[src/dse_ram.sv]
// ----------------------------------------------------------------------------
// dse_ram
// Generic single-write, single-read RAM with a registered read port.
// ----------------------------------------------------------------------------
module dse_ram #(
  parameter int unsigned WIDTH = 8,
  parameter int unsigned DEPTH = 513,
  localparam int unsigned AW   = (DEPTH > 1) ? $clog2(DEPTH) : 1
) (
  input  logic             clk_i,
  input  logic             we_i,
  input  logic [AW-1:0]    waddr_i,
  input  logic [WIDTH-1:0] wdata_i,
  input  logic             re_i,
  input  logic [AW-1:0]    raddr_i,
  output logic [WIDTH-1:0] rdata_o
);

  logic [WIDTH-1:0] mem_q [DEPTH];
  logic [WIDTH-1:0] rdata_q;

  always_ff @(posedge clk_i) begin
    if (we_i) begin
      mem_q[waddr_i] <= wdata_i;
    end
    if (re_i) begin
      rdata_q <= mem_q[raddr_i];
    end
  end

  assign rdata_o = rdata_q;

endmodule

[config.mk]
export PLATFORM = sky130hd
export DESIGN_NAME = dse_ram
export DESIGN_NICKNAME = d
export VERILOG_FILES = /design/src/dse_ram.sv
export SDC_FILE = /design/constraint.sdc
export NUM_CORES = 2
export LEC_CHECK = 0
export BUFFER_PORTS_ARGS = -buffer_cell sky130_fd_sc_hd__buf_2
export CORE_MARGIN = 2
export CORE_UTILIZATION = 35
export DETAILED_ROUTE_END_ITERATION = 16
export PLACE_DENSITY = 0.49
export SLEW_MARGIN = 20
export SYNTH_ARGS = -nofsm -noshare
export SYNTH_HDL_FRONTEND = slang
export SYNTH_MEMORY_MAX_BITS = 65536
export SYNTH_SLANG_ARGS = --single-unit
[constraint.sdc]
create_clock -name clk_i -period 3.8 [get_ports clk_i]
set_clock_uncertainty 0.1 [all_clocks]
set_input_delay 0 -clock clk_i [delete_from_list [all_inputs] [get_ports clk_i]]
set_output_delay 0 -clock clk_i [all_outputs]
set_load 0.02 [all_outputs]
# Word level (Yosys, flattened, before mapping)
# Memory sizes are Yosys's and may differ from the RTL's. A register that Yosys moved wholly into a read port is not among the register bits.
# Index checks and enable logic that the tools add are counted.
# W data, S select, Z words.
[op_classes]
muxes = 2
[ops]
columns = ["operator", "count"]
rows = [
  ["$mux W1", 2],
]
[totals]
input_bits = 31
n_memories = 1
register_bits = 0
ramBits = 4104
[memory_table]
columns = ["name", "words", "word_bits", "rd", "rd_ports_with_merged_regs", "write_ports", "line", "text"]
rows = [
  ["mem_q", 513, 8, 1, 1, 1, "19", "logic [WIDTH-1:0] mem_q [DEPTH];"],
]

# Logic depth before layout (Yosys ltp)
[logic_depth]
ltp_word = 2
mapped_depth = 14
ltp_nobuf = 7

# Least setup slack after synthesis
# Ideal clock, no wire load.
[synth_path]
path_kind = "input to register"
startpoint = "in raddr_i[0]"
endpoint = "reg rdata_q[0] (netlist: rdata_o[0]), read port of mem_q (data pin)"
setup_ns = 0.268
stages = 10
slack_ns = 1.137
required_ns = 3.432
arrival_ns = 2.295
path_cell_list = "buf_4 buf_6 buf_4 buf_2 mux4_2 mux4_2 o22ai_1 nor2_1 a211oi_1 o32ai_1"
[synth_rtl]
columns = ["item", "line", "text"]
rows = [
  ["from (decl)", "15", "input logic [AW-1:0] raddr_i,"],
  ["to (decl)", "20", "logic [WIDTH-1:0] rdata_q;"],
]

==> impl_metrics.toml <==
[synthesis]
ys.flop_type = "edfxtp_1"
ys_warn_count = 0
synth_async_sr_flop_share = 0
syn_nets = 7256
synth_edf_count = 4112
ys_ff_latch = 4112
synth-seq-area-share = 0.773
syn_avg_cell_area_um2 = 22.1
synth_area_um2 = 160000
ys_types = 71
syn-instance-count = 7225

[route]
routed_wl_um = 487000
drc = 0
ant_nets = 0
drt_iter0_markers = 9486
first_pass_iters = 6
vias = 79783
vias_per_cell = 5.53
wl_per_cell_um = 33.7

[critical_path]
startpoint = "mem_q[79][5]"
max_stage_delay_ns = 0.56
worstReg2RegEnd = "rdata_o[5]"
start_kind = "register"
crit_arrival_ns = 4.18
critical-path-top-delay-family = "buffers and inverters"
reg2reg_from = "mem_q[79][5]"
path_class = "register to register"
path_cells = "mux4_2, and2_1, a2111oi_0, nor4_2, buf_4, o311ai_1, buf_4, o211ai_1, dlygate4sd3_1"
path_max_fanout = 1
crit_slowest_cell = "a2111oi_0"
endpoint_kind = "register"
rrSetupSlack_ns = 0.29
ff2ff_path_depth = 9
critical_path_depth = 9
critPathBufInv = 3
worst_ep_required_time_ns = 4.48
crit_top_cell = "buf_4"

[cells_and_area]
area_growth_pct = 16.7
drive_gt1_frac = 0.303
post-route-util = 0.410
final_net_count = 8039
instances_no_fill = 14423

[sta]
max_freq_ghz = 0.285
holdWs_ns = 0.0679
worst_pin_slew_ns = 1.25
drv_slew = 0
final-hold-violation-count = 0
tns_ns = 0
final-setup-viol-count = 0
fin_crit_sh = 0.924
layout_min_cycle_time_ns = 3.51
slew-limit-headroom = 0.170
grt_setup_unrepaired = "false"

[status]
run_status = "complete, no violations"

[grt]
grt_start_max_net_pins = 133
grtUsageTotal = 0.208
grt_pass1_wl_um = 673000
antenna_found_initial = 49
grt_overflow_total = 0
grt_pass1_vias = 81213

[hold_path]
hold_start = "wdata_i[6]"
min_path_type = "input pin to register"
holdPathEnd = "mem_q[451][6]"
min_path_cells = 2

[floorplanning]
start_util = 0.351
fp.dieH_um = 680
rows = 248
dieWidth_um = 680
dieArea_um2 = 462000
core_um2 = 456000
io_pins = 39

[clock_tree]
clkTransAtPathRegs_ns = 0.06
htree_levels = 5
cts_root_buffer = "clkbuf_16"
cts_buffers = 431
clk_path_buf_depth = 4
cts_tree = "built"
post_cts_buffers = 0
clock_sink_count = 4112
clk_latency_ns = 1.03

[power]
powerDensity_nw_per_um2 = 521
vdd_drop_max_v = 0.000423
power.total_w = 0.0972
leakage_nw = 58.2

[place]
gp_congestion = 0.819
dp_cells = 13539
port-buffer-count = 38
dp_hpwl_um = 307000

[run]
maxCapViolCount = 0
-- how the worst max path moves through the flow --
| stage | to | slack, ns |
|---|---|---|
| floorplan | rdata_o[0] | 1.14 |
| global placement | rdata_o[2] | -0.25 |
| detailed placement | rdata_o[2] | -0.26 |
| CTS | rdata_o[5] | 0.28 |
| global route | rdata_o[5] | 0.15 |
| finish | rdata_o[5] | 0.29 |
-- power by group --
part	total (W)	leakage, nW	internal (W)	switching [W]
combinational	0.00518	14.4	0.00189	0.00329
clock	0.0421	6.80	0.0240	0.0180
sequential	0.0500	37.0	0.0499	0.0000378
total	0.0972	58.2	0.0759	0.0213
-- cell type report --
| type | instances | area (um^2) |
|---|---|---|
| fill | 39884 | 269000 |
| sequential | 4112 | 123000 |
| multi-input combinational | 2654 | 34000 |
| clock buffer | 548 | 11300 |
| tap | 6000 | 7510 |
| timing repair buffer | 802 | 7490 |
| clock inverter | 260 | 2670 |
| antenna | 40 | 100 |
| inverter | 7 | 43.8 |
-- cells in the final DEF, fill, tap and decap left out, types with 17 or more instances in the layout --
master         instances
a221oi_1              17
o221ai_1              21
buf_4                621
o21ai_0               17
a31oi_1               18
nand3_2               33
clkinv_2              77
mux4_2              1106
nor2_1               553
nor2b_1               22
clkbuf_16            435
mux2_2                20
bufinv_16             43
a22oi_1               24
nand2_1              221
a21oi_1               45
nand3_1               32
dlygate4sd3_1         36
clkinv_1             102
diode_2               40
edfxtp_1            4112
o22ai_1               75
buf_2                 25
mux2i_1              196
a211oi_1              33
buf_12               109
clkbuf_1             113
nor3_1                23
-- timing repair --
action | in CTS | in global routing
resized for setup | 0 | 0
hold buffers | 36 | 0
hold endpoints to repair | 5090 | 0
-- stage by stage --
step,setup WS [ns],instance area (um^2)
after floorplan,1.14,160000
after detailed placement,-0.262,172000
after CTS,0.280,186000
after global placement,-0.249,172000
after global routing,0.150,187000
final,0.291,187000
-- Yosys cell counts (5+ instances only) --
| cell | n | area [um^2] |
|---|---|---|
| buf_1 | 29 | 109 |
| buf_2 | 122 | 611 |
| clkbuf_1 | 177 | 664 |
| nor2_1 | 556 | 2090 |
| a21oi_1 | 45 | 225 |
| a31oi_1 | 18 | 113 |
| or4_1 | 5 | 37.5 |
| a221oi_1 | 17 | 149 |
| a22oi_1 | 24 | 180 |
| edfxtp_1 | 4112 | 123000 |
| a211o_1 | 6 | 52.6 |
| nand4_1 | 12 | 75.1 |
| o21ai_1 | 6 | 30.0 |
| o21ai_0 | 17 | 85.1 |
| nand2b_1 | 15 | 93.8 |
| o32ai_1 | 5 | 43.8 |
| buf_6 | 59 | 664 |
| o22ai_1 | 75 | 469 |
| and3_1 | 14 | 87.6 |
| buf_4 | 58 | 435 |
| nor3_1 | 23 | 115 |
| nor3b_1 | 6 | 45.0 |
| or3_1 | 6 | 37.5 |
| o221ai_1 | 21 | 184 |
| mux4_2 | 1106 | 24900 |
| a32oi_1 | 9 | 78.8 |
| nor2b_1 | 27 | 169 |
| nor4_1 | 9 | 56.3 |
| buf_8 | 5 | 75.1 |
| a2111oi_0 | 12 | 105 |
| mux2i_1 | 196 | 1960 |
| and2_1 | 11 | 68.8 |
| a211oi_1 | 33 | 248 |
| nand3_1 | 65 | 325 |
| nand2_1 | 222 | 833 |
| mux2_2 | 20 | 225 |
| a311oi_1 | 8 | 70.1 |
| o211ai_1 | 8 | 60.1 |
-- per-layer routing --
layer	part of all wire	track usage	up-vias	wire length, um
met5	0.000047	0	-	23
met4	0.031	0.0624	4	15100
met3	0.067	0.0312	662	32600
met2	0.48	0.338	3151	235000
met1	0.42	0.290	43881	203000
li1	-	-	32085	-
-- logic make-up (layout without fill, tap and decap cells) --
| group | Yosys count | after routing | share of synthesized area |
|---|---|---|---|
| other | 0 | 40 | 0 |
| flip-flops | 4112 | 4112 | 0.773 |
| AND/OR/NAND/NOR | 984 | 984 | 0.0259 |
| AO/OA/AOI/OAI | 344 | 344 | 0.0153 |
| multiplexers | 1326 | 1326 | 0.170 |
| buffers and inverters | 459 | 1617 | 0.0164 |
-- worst register-to-register path: stages, from the launching register on --
cell and delay (ns):
edfxtp_1 0.37, mux4_2 0.46, and2_1 0.20, a2111oi_0 0.56, nor4_2 0.26, buf_4 0.20, o311ai_1 0.27, buf_4 0.22
o211ai_1 0.11, dlygate4sd3_1 0.56
-- sequential cells by signal (all words and copies together), names as in the netlist --
register and count:
mem_q 4104, rdata_o 8
Power figures use the tool's default switching activity.
