===== config.mk =====
export PLATFORM = sky130hd
export DESIGN_NAME = dse_seq
export DESIGN_NICKNAME = d
export VERILOG_FILES = /design/src/dse_pkg.sv /design/src/dse_seq.sv
export SDC_FILE = /design/constraint.sdc
export NUM_CORES = 1
export LEC_CHECK = 0
export BUFFER_PORTS_ARGS = -buffer_cell sky130_fd_sc_hd__buf_2
export CAP_MARGIN = 10
export CORE_ASPECT_RATIO = 1.75
export CORE_MARGIN = 2
export CORE_UTILIZATION = 25
export DETAILED_ROUTE_END_ITERATION = 12
export PLACE_DENSITY = 0.47
export SLEW_MARGIN = 20
export SYNTH_ARGS = -nofsm -noshare
export SYNTH_HDL_FRONTEND = slang
export SYNTH_SLANG_ARGS = --single-unit

===== constraint.sdc =====
create_clock -name clk_i -period 5.5 [get_ports clk_i]
set_input_delay 1.1 -clock clk_i [delete_from_list [all_inputs] [get_ports clk_i]]
set_output_delay 1.1 -clock clk_i [all_outputs]
set_load 0.1 [all_outputs]

===== src/dse_pkg.sv =====
// ----------------------------------------------------------------------------
// dse_pkg
// Shared types and constants for the DMX512 slot engine.
// ----------------------------------------------------------------------------
package dse_pkg;

  localparam int unsigned SLOT_W        = 10;
  localparam int unsigned BYTE_W        = 8;
  localparam int unsigned MAX_SLOTS_DEF = 512;
  localparam int unsigned MIN_SLOTS_DEF = 24;

  localparam logic [1:0] MODE_OUT = 2'd1;
  localparam logic [1:0] MODE_IN  = 2'd2;

  localparam logic [0:0] CFG_MODE = 1'b0;
  localparam logic [0:0] CFG_MAX  = 1'b1;

  typedef enum logic [1:0] {
    PH_BREAK = 2'd0,
    PH_START = 2'd1,
    PH_DATA  = 2'd2,
    PH_IDLE  = 2'd3
  } phase_e;

  typedef enum logic [1:0] {
    CMD_RX     = 2'd0,
    CMD_TX_RDY = 2'd1,
    CMD_WR     = 2'd2,
    CMD_RD     = 2'd3
  } cmd_e;

  typedef enum logic [1:0] {
    KIND_BREAK = 2'd0,
    KIND_START = 2'd1,
    KIND_DATA  = 2'd2
  } kind_e;

  // per-transaction info carried alongside the slot memory read
  typedef struct packed {
    logic              tx_valid;
    kind_e             tx_kind;
    logic              tx_use_rd;
    logic              frame_done;
    logic [SLOT_W-1:0] frame_slots;
    logic              host_use_rd;
  } info_t;

  typedef struct packed {
    logic              rd_en;
    logic              wr_en;
    logic [SLOT_W-1:0] addr;
    logic [BYTE_W-1:0] wdata;
    info_t             info;
  } req_t;

endpackage


===== src/dse_seq.sv =====
// ----------------------------------------------------------------------------
// dse_seq
// Frame sequencer: mode and slot-count registers, frame phase and slot
// pointer, and decode of each transaction into a slot memory request.
// ----------------------------------------------------------------------------
module dse_seq #(
  parameter int unsigned MAX_SLOTS = dse_pkg::MAX_SLOTS_DEF,
  parameter int unsigned MIN_SLOTS = dse_pkg::MIN_SLOTS_DEF
) (
  input  logic                       clk_i,
  input  logic                       rst_ni,
  input  logic                       cfg_we_i,
  input  logic [0:0]                 cfg_idx_i,
  input  logic [dse_pkg::SLOT_W-1:0] cfg_data_i,
  input  logic                       accept_i,
  input  logic [1:0]                 cmd_i,
  input  logic [dse_pkg::BYTE_W-1:0] rx_byte_i,
  input  logic                       framing_error_i,
  input  logic [dse_pkg::SLOT_W-1:0] slot_index_i,
  input  logic [dse_pkg::BYTE_W-1:0] slot_value_i,
  output dse_pkg::req_t              req_o
);
  import dse_pkg::*;

  localparam logic [SLOT_W-1:0] MaxIdx = SLOT_W'(MAX_SLOTS);
  localparam logic [SLOT_W-1:0] MinIdx = SLOT_W'(MIN_SLOTS);

  phase_e            phase_q, phase_d;
  logic [SLOT_W-1:0] ptr_q, ptr_d;
  logic [1:0]        mode_q, mode_d;
  logic [SLOT_W-1:0] max_q, max_d;
  logic [SLOT_W-1:0] ptr_inc;
  logic              ptr_ok;
  cmd_e              cmd;

  assign cmd     = cmd_e'(cmd_i);
  assign ptr_inc = ptr_q + SLOT_W'(1);
  assign ptr_ok  = (ptr_q <= MaxIdx);

  // next state
  always_comb begin
    phase_d = phase_q;
    ptr_d   = ptr_q;
    mode_d  = mode_q;
    max_d   = max_q;
    if (cfg_we_i) begin
      case (cfg_idx_i)
        CFG_MODE: begin
          mode_d = cfg_data_i[1:0];
          ptr_d  = '0;
          if (cfg_data_i[1:0] == MODE_OUT) begin
            phase_d = PH_START;
          end else if (cfg_data_i[1:0] == MODE_IN) begin
            phase_d = PH_IDLE;
          end else begin
            phase_d = PH_BREAK;
          end
        end
        CFG_MAX: begin
          if (cfg_data_i < MinIdx) begin
            max_d = MinIdx;
          end else if (cfg_data_i > MaxIdx) begin
            max_d = MaxIdx;
          end else begin
            max_d = cfg_data_i;
          end
        end
        default: ;
      endcase
    end else if (accept_i) begin
      case (cmd)
        CMD_RX: begin
          if (mode_q == MODE_IN) begin
            if (framing_error_i) begin
              phase_d = PH_BREAK;
              ptr_d   = '0;
            end else if (phase_q == PH_BREAK) begin
              if (rx_byte_i == '0) begin
                ptr_d   = ptr_inc;
                phase_d = PH_DATA;
              end else begin
                phase_d = PH_IDLE;
              end
            end else if (phase_q == PH_DATA) begin
              ptr_d = ptr_inc;
              if (ptr_inc > MaxIdx) begin
                phase_d = PH_IDLE;
              end
            end
          end
        end
        CMD_TX_RDY: begin
          if (mode_q == MODE_OUT) begin
            case (phase_q)
              PH_DATA: begin
                ptr_d = ptr_inc;
                if (ptr_inc > max_q) begin
                  phase_d = PH_BREAK;
                end
              end
              PH_BREAK: begin
                ptr_d   = '0;
                phase_d = PH_START;
              end
              PH_START: begin
                ptr_d   = ptr_inc;
                phase_d = PH_DATA;
              end
              default: ;
            endcase
          end
        end
        default: ;
      endcase
    end
  end

  // memory request and result info
  always_comb begin
    req_o = '0;
    req_o.addr = ptr_q;
    case (cmd)
      CMD_RX: begin
        if (mode_q == MODE_IN) begin
          if (framing_error_i) begin
            req_o.info.frame_done  = (ptr_q != '0);
            req_o.info.frame_slots = ptr_q;
          end else if (phase_q == PH_BREAK) begin
            req_o.wr_en = ptr_ok && (rx_byte_i == '0);
            req_o.wdata = '0;
          end else if (phase_q == PH_DATA) begin
            req_o.wr_en = ptr_ok;
            req_o.wdata = rx_byte_i;
          end
        end
      end
      CMD_TX_RDY: begin
        if (mode_q == MODE_OUT) begin
          case (phase_q)
            PH_DATA: begin
              req_o.info.tx_valid  = 1'b1;
              req_o.info.tx_kind   = KIND_DATA;
              req_o.info.tx_use_rd = ptr_ok;
              req_o.rd_en          = ptr_ok;
            end
            PH_BREAK: begin
              req_o.info.tx_valid = 1'b1;
              req_o.info.tx_kind  = KIND_BREAK;
            end
            PH_START: begin
              req_o.info.tx_valid  = 1'b1;
              req_o.info.tx_kind   = KIND_START;
              req_o.info.tx_use_rd = ptr_ok;
              req_o.rd_en          = ptr_ok;
            end
            default: ;
          endcase
        end
      end
      CMD_WR: begin
        req_o.addr  = slot_index_i;
        req_o.wr_en = (slot_index_i <= MaxIdx);
        req_o.wdata = slot_value_i;
      end
      CMD_RD: begin
        req_o.addr             = slot_index_i;
        req_o.rd_en            = (slot_index_i <= MaxIdx);
        req_o.info.host_use_rd = (slot_index_i <= MaxIdx);
      end
      default: ;
    endcase
  end

  always_ff @(posedge clk_i or negedge rst_ni) begin
    if (!rst_ni) begin
      phase_q <= PH_BREAK;
      ptr_q   <= '0;
      mode_q  <= '0;
      max_q   <= MaxIdx;
    end else begin
      phase_q <= phase_d;
      ptr_q   <= ptr_d;
      mode_q  <= mode_d;
      max_q   <= max_d;
    end
  end

endmodule


* Word level (Yosys, flattened, before mapping)
Cells that the tools add are included.
Storage, ports and cells: logic and storage cells 92, register bits 24
Cells by class: $add $sub $neg 1, equal/unequal tests 18, muxes and demuxes 49, bitwise logic cells 1, reductions and logical operators 13, magnitude comparators 6
Operator list (number):
- 2-to-1 mux 10 bit | 12
- case mux 10 bit (2 select lines) | 2
- 2-to-1 mux 11 bit | 3
- 2-to-1 mux 8 bit | 4
- 2-to-1 mux 2 bit | 12
- greater-than comparator 10 bit, second input constant | 2
- less-or-equal comparator 10 bit, second input constant | 2
- != test 5 bit, second input constant | 4
- case mux 8 bit (2 select lines) | 1
- adder 10 x 1 -> 10 bit, second input constant | 1
- == test 2 bit, second input constant | 5
- greater-than comparator 10 bit | 1
- less-than comparator 10 x 5 -> 1 bit, second input constant | 1
- nonzero test 10 bit | 1
- case mux 3 bit (3 select lines) | 1
- AND reduction 9 bit | 1
- == test 2 x 1 -> 1 bit, second input constant | 4
- logical NOT 8 bit | 1
- 2-to-1 mux 1 bit | 8
- 2-to-1 mux 4 bit | 2
- != test 4 bit, second input constant | 2
- AND reduction 8 bit | 1
- != test 3 bit, second input constant | 2
- case mux 2 bit (3 select lines) | 1
- 10 further kinds | 14

* Depth between registers and ports, before layout
depth after elaboration 10, mapped depth 11, mapped depth without buffers 11

* Worst setup path after synthesis
OpenSTA, ideal clock, no wires.
path type input to output, start input port cmd_i[1], end output port req_o[24] (netlist name), data arrival time 3.597 ns, stages on the path 3, setup slack 0.803 ns, required time 4.400 ns, path buffers 2, cells stage by stage buf_2 -> buf_1 -> o21ai_0
RTL lines:
- start: declaration | RTL line dse_seq.sv:16 | input logic [1:0] cmd_i,
- end: declaration | RTL line dse_seq.sv:21 | output dse_pkg::req_t req_o

==> results.py <==
metrics = {
    "logic_synthesis": {
        "synth_area_per_cell_um2": 8.410,
        "synth_compound_area_share_pct": 20.41,
        "yosysWarnings": 0,
        "synth_cell_types": 58,
        "synth_flop_cell": "dfrtp_1",
        "syn_nets": 326,
        "syn_inst": 266,
        "synth_edf_count": 0,
        "synth_xor_area_share_pct": 3.523,
        "synth_area_um2": 2237,
        "ys_async_sr_fraction_pct": 100.0,
        "synth.area.mux_share_pct": 7.942,
        "synth_top_family_by_area": "simple AND/OR/NAND/NOR gates",
        "yosys.area_share.simple_pct": 26.01,
        "synthAdderAreaFrac_pct": 8.949,
        "synth_seq_cells": 24,
        "seq_area_frac_synth_pct": 26.90,
    },
    "global_routing": {
        "grt_overflow_total": 0,
        "grt_pass1_wl_mm": 10.27,
        "grt_pass1_vias": 2037,
        "grt_usage_pct": 13.47,
        "antenna_found_initial": 0,
        "grt_max_degree": 25,
    },
    "finish": {
        "syn_to_final_growth_pct": 24.61,
        "antennaDiodeCount": 0,
        "final_nets": 392,
        "final_cell_mix": "79 x buf_2, 25 x nand2_1, 23 x dfrtp_1",
        "layout-drive-gt1-share_pct": 32.02,
        "final_common_cell": "buf_2",
        "multi_input_area_um2": 1495,
        "design_area_um2": 2788,
        "fill_cells": 976,
        "regArea_um2": 601.8,
    },
    "sta": {
        "rsz0062_at_grt": "false",
        "fin_hold_ws_ns": 0.4817,
        "hold_viol_final": 0,
        "worst_slack_ns": 1.096,
        "timing.final.crit_share_pct": 80.07,
        "setup_tns_ns": 0,
        "fmaxAchievable_mhz": 227.1,
        "worstMarginPinSlew_ns": 0.9206,
        "maxSlewHeadroom_pct": 38.63,
        "slew_violations": 0,
        "setup_viol": 0,
        "period_minus_slack_ns": 4.404,
        "finalClockSkew_ns": 0.001761,
    },
    "cts": {
        "root_buffer": "clkbuf_16",
        "clkSinkCount": 24,
        "clk_pin_slew_worst_paths_ns": 0.06,
        "postCtsResizedCells": 0,
        "hold_buffers": 0,
        "cts_tree": "yes",
        "clock_latency_ns": 0.26,
        "cts_buffer_depth": 2,
        "cts.htree.levels": 1,
        "cts_buffers": 3,
        "post_cts_buffers": 0,
    },
    "route": {
        "route.detailed.wl_per_inst_um": 14.94,
        "vias_per_cell": 4.864,
        "drc": 0,
        "ant_nets": 0,
        "routed_wl_mm": 6.691,
        "drt_iter0_drc": 133,
        "drtPass1Iterations": 4,
        "route.vias.total": 2179,
    },
    "floorplanning": {
        "start_util_pct": 25.80,
        "die_w_um": 75.51,
        "chipHeight_um": 129.1,
        "row_count": 45,
        "core_um2": 8671,
        "die_area_um2": 9751,
        "ios": 80,
    },
    "place": {
        "hpwlAfterDp_mm": 5.471,
        "dpl_cell_area_um2": 2699,
        "pre_cts_ws_ns": 1.069,
        "routabilityCongestion": 0.8816,
        "io_buffers": 79,
    },
    "worst_hold_path": {
        "hp-class": "flip-flop to flip-flop",
    },
    "run_status": {
        "status": "complete, no violations",
    },
    "power": {
        "p_leak_nw": 1.418,
        "power.total_uw": 682.1,
        "ir_drop_v": 0.0001115,
        "p_per_area_nw_per_um2": 244.7,
    },
    "critical_path": {
        "cp-end-kind": "output port",
        "cpMaxStageDelayCell": "nor2_1",
        "path_max_fanout": 12,
        "cp_cell_sequence": "buf_2 > or3b_4 > nor2_1 > and3_1 > a22oi_1 > nor2_1 > buf_2",
        "arrival_ns": 3.30,
        "critical_path_required_ns": 4.40,
        "crit_family": "simple AND/OR/NAND/NOR gates",
        "cp_num_buf_inv": 2,
        "cp_slowest_stage_delay_ns": 0.50,
        "crit_path_start_kind": "input port",
        "critPathKind": "input port to output port",
    },
    "flow_run": {
        "cap_violations": 0,
    },
}
==> final timing paths <==
kind / from / end / slack [ns] / cells past startpoint
max: cmd_i[0] / req_o[23] / 1.10 / 7
min reg2reg: max_q[5] / max_q[5] / 0.48 / 2
max reg2reg: ptr_q[2] / phase_q[0] / 2.59 / 10
min in group asynchronous: rst_ni / max_q[3] / 0.83 / 1
min: max_q[5] / max_q[5] / 0.48 / 2
max in group asynchronous: rst_ni / max_q[9] / 4.30 / 1
==> synth_stat cells (6+ instances only) <==
| cell type | count | share of area [%] |
|---|---|---|
| o21ai_0 | 12 | 2.7 |
| nor4_1 | 6 | 1.7 |
| a22o_1 | 15 | 5.9 |
| nor3_1 | 8 | 1.8 |
| and3_1 | 15 | 4.2 |
| inv_1 | 16 | 2.7 |
| ha_1 | 16 | 8.9 |
| nand2_1 | 25 | 4.2 |
| nor2_1 | 18 | 3.0 |
| mux2_2 | 10 | 5.0 |
| nand3_1 | 6 | 1.3 |
| a21oi_1 | 8 | 1.8 |
| dfrtp_1 | 23 | 26 |
| clkbuf_1 | 12 | 2.0 |
==> metrics by stage <==
stage / util, % / cells
after floorplan: - / 266
after global placement: 31.13 / 444
after detailed placement: 31.13 / 444
after CTS: 32.15 / 448
after global routing: 32.15 / 448
final: 32.15 / 448
==> area by class of cell <==
class                           instances  share of cell area [%]
Inverter                               16                   2.154
Timing Repair Buffer                   79                   14.18
Tap cell                              117                   5.251
Clock buffer                            4                   3.187
Multi-Input combinational cell        208                   53.64
Sequential cell                        24                   21.59
==> logic make-up after synthesis <==
family	after synthesis
AOI/OAI and AO/OA	62
xor gates and xnor gates	9
adders and majority gates	16
buffers and inverters	34
DFF	24
muxes	16
and+or+nand+nor	105
==> per-layer routing <==
metal | routed length, um | up-vias | track usage [%]
met1 | 2632 | 983 | 15.79
li1 | - | 1108 | -
met2 | 3638 | 80 | 25.32
met3 | 301 | 8 | 0.7776
met4 | 119 | 0 | 3.922
met5 | 0 | - | 0
==> state kept, by name, summed over array words and instances, names as in the netlist <==
signal	flops
mode_q	2
phase_q	2
max_q	10
ptr_q	10
==> worst register-to-register path: cells and delay by family, from the launching register on <==
family,cells,cell delay [ns]
AO/OA/AOI/OAI,1,0.26
multiplexers,1,0.33
flip-flops,1,0.59
AND/OR/NAND/NOR,5,1.03
XOR/XNOR,1,0.22
buffers and inverters,1,0.08
adder cells (fa/ha/maj),1,0.31
==> report_power, final <==
part / switching (mW) / internal, mW / total, mW
Combinational: 0.194 / 0.0902 / 0.284
Sequential: 0.0281 / 0.197 / 0.226
Clock: 0.0616 / 0.111 / 0.173
Total: 0.283 / 0.399 / 0.682
(Power assumes the default switching activity.)
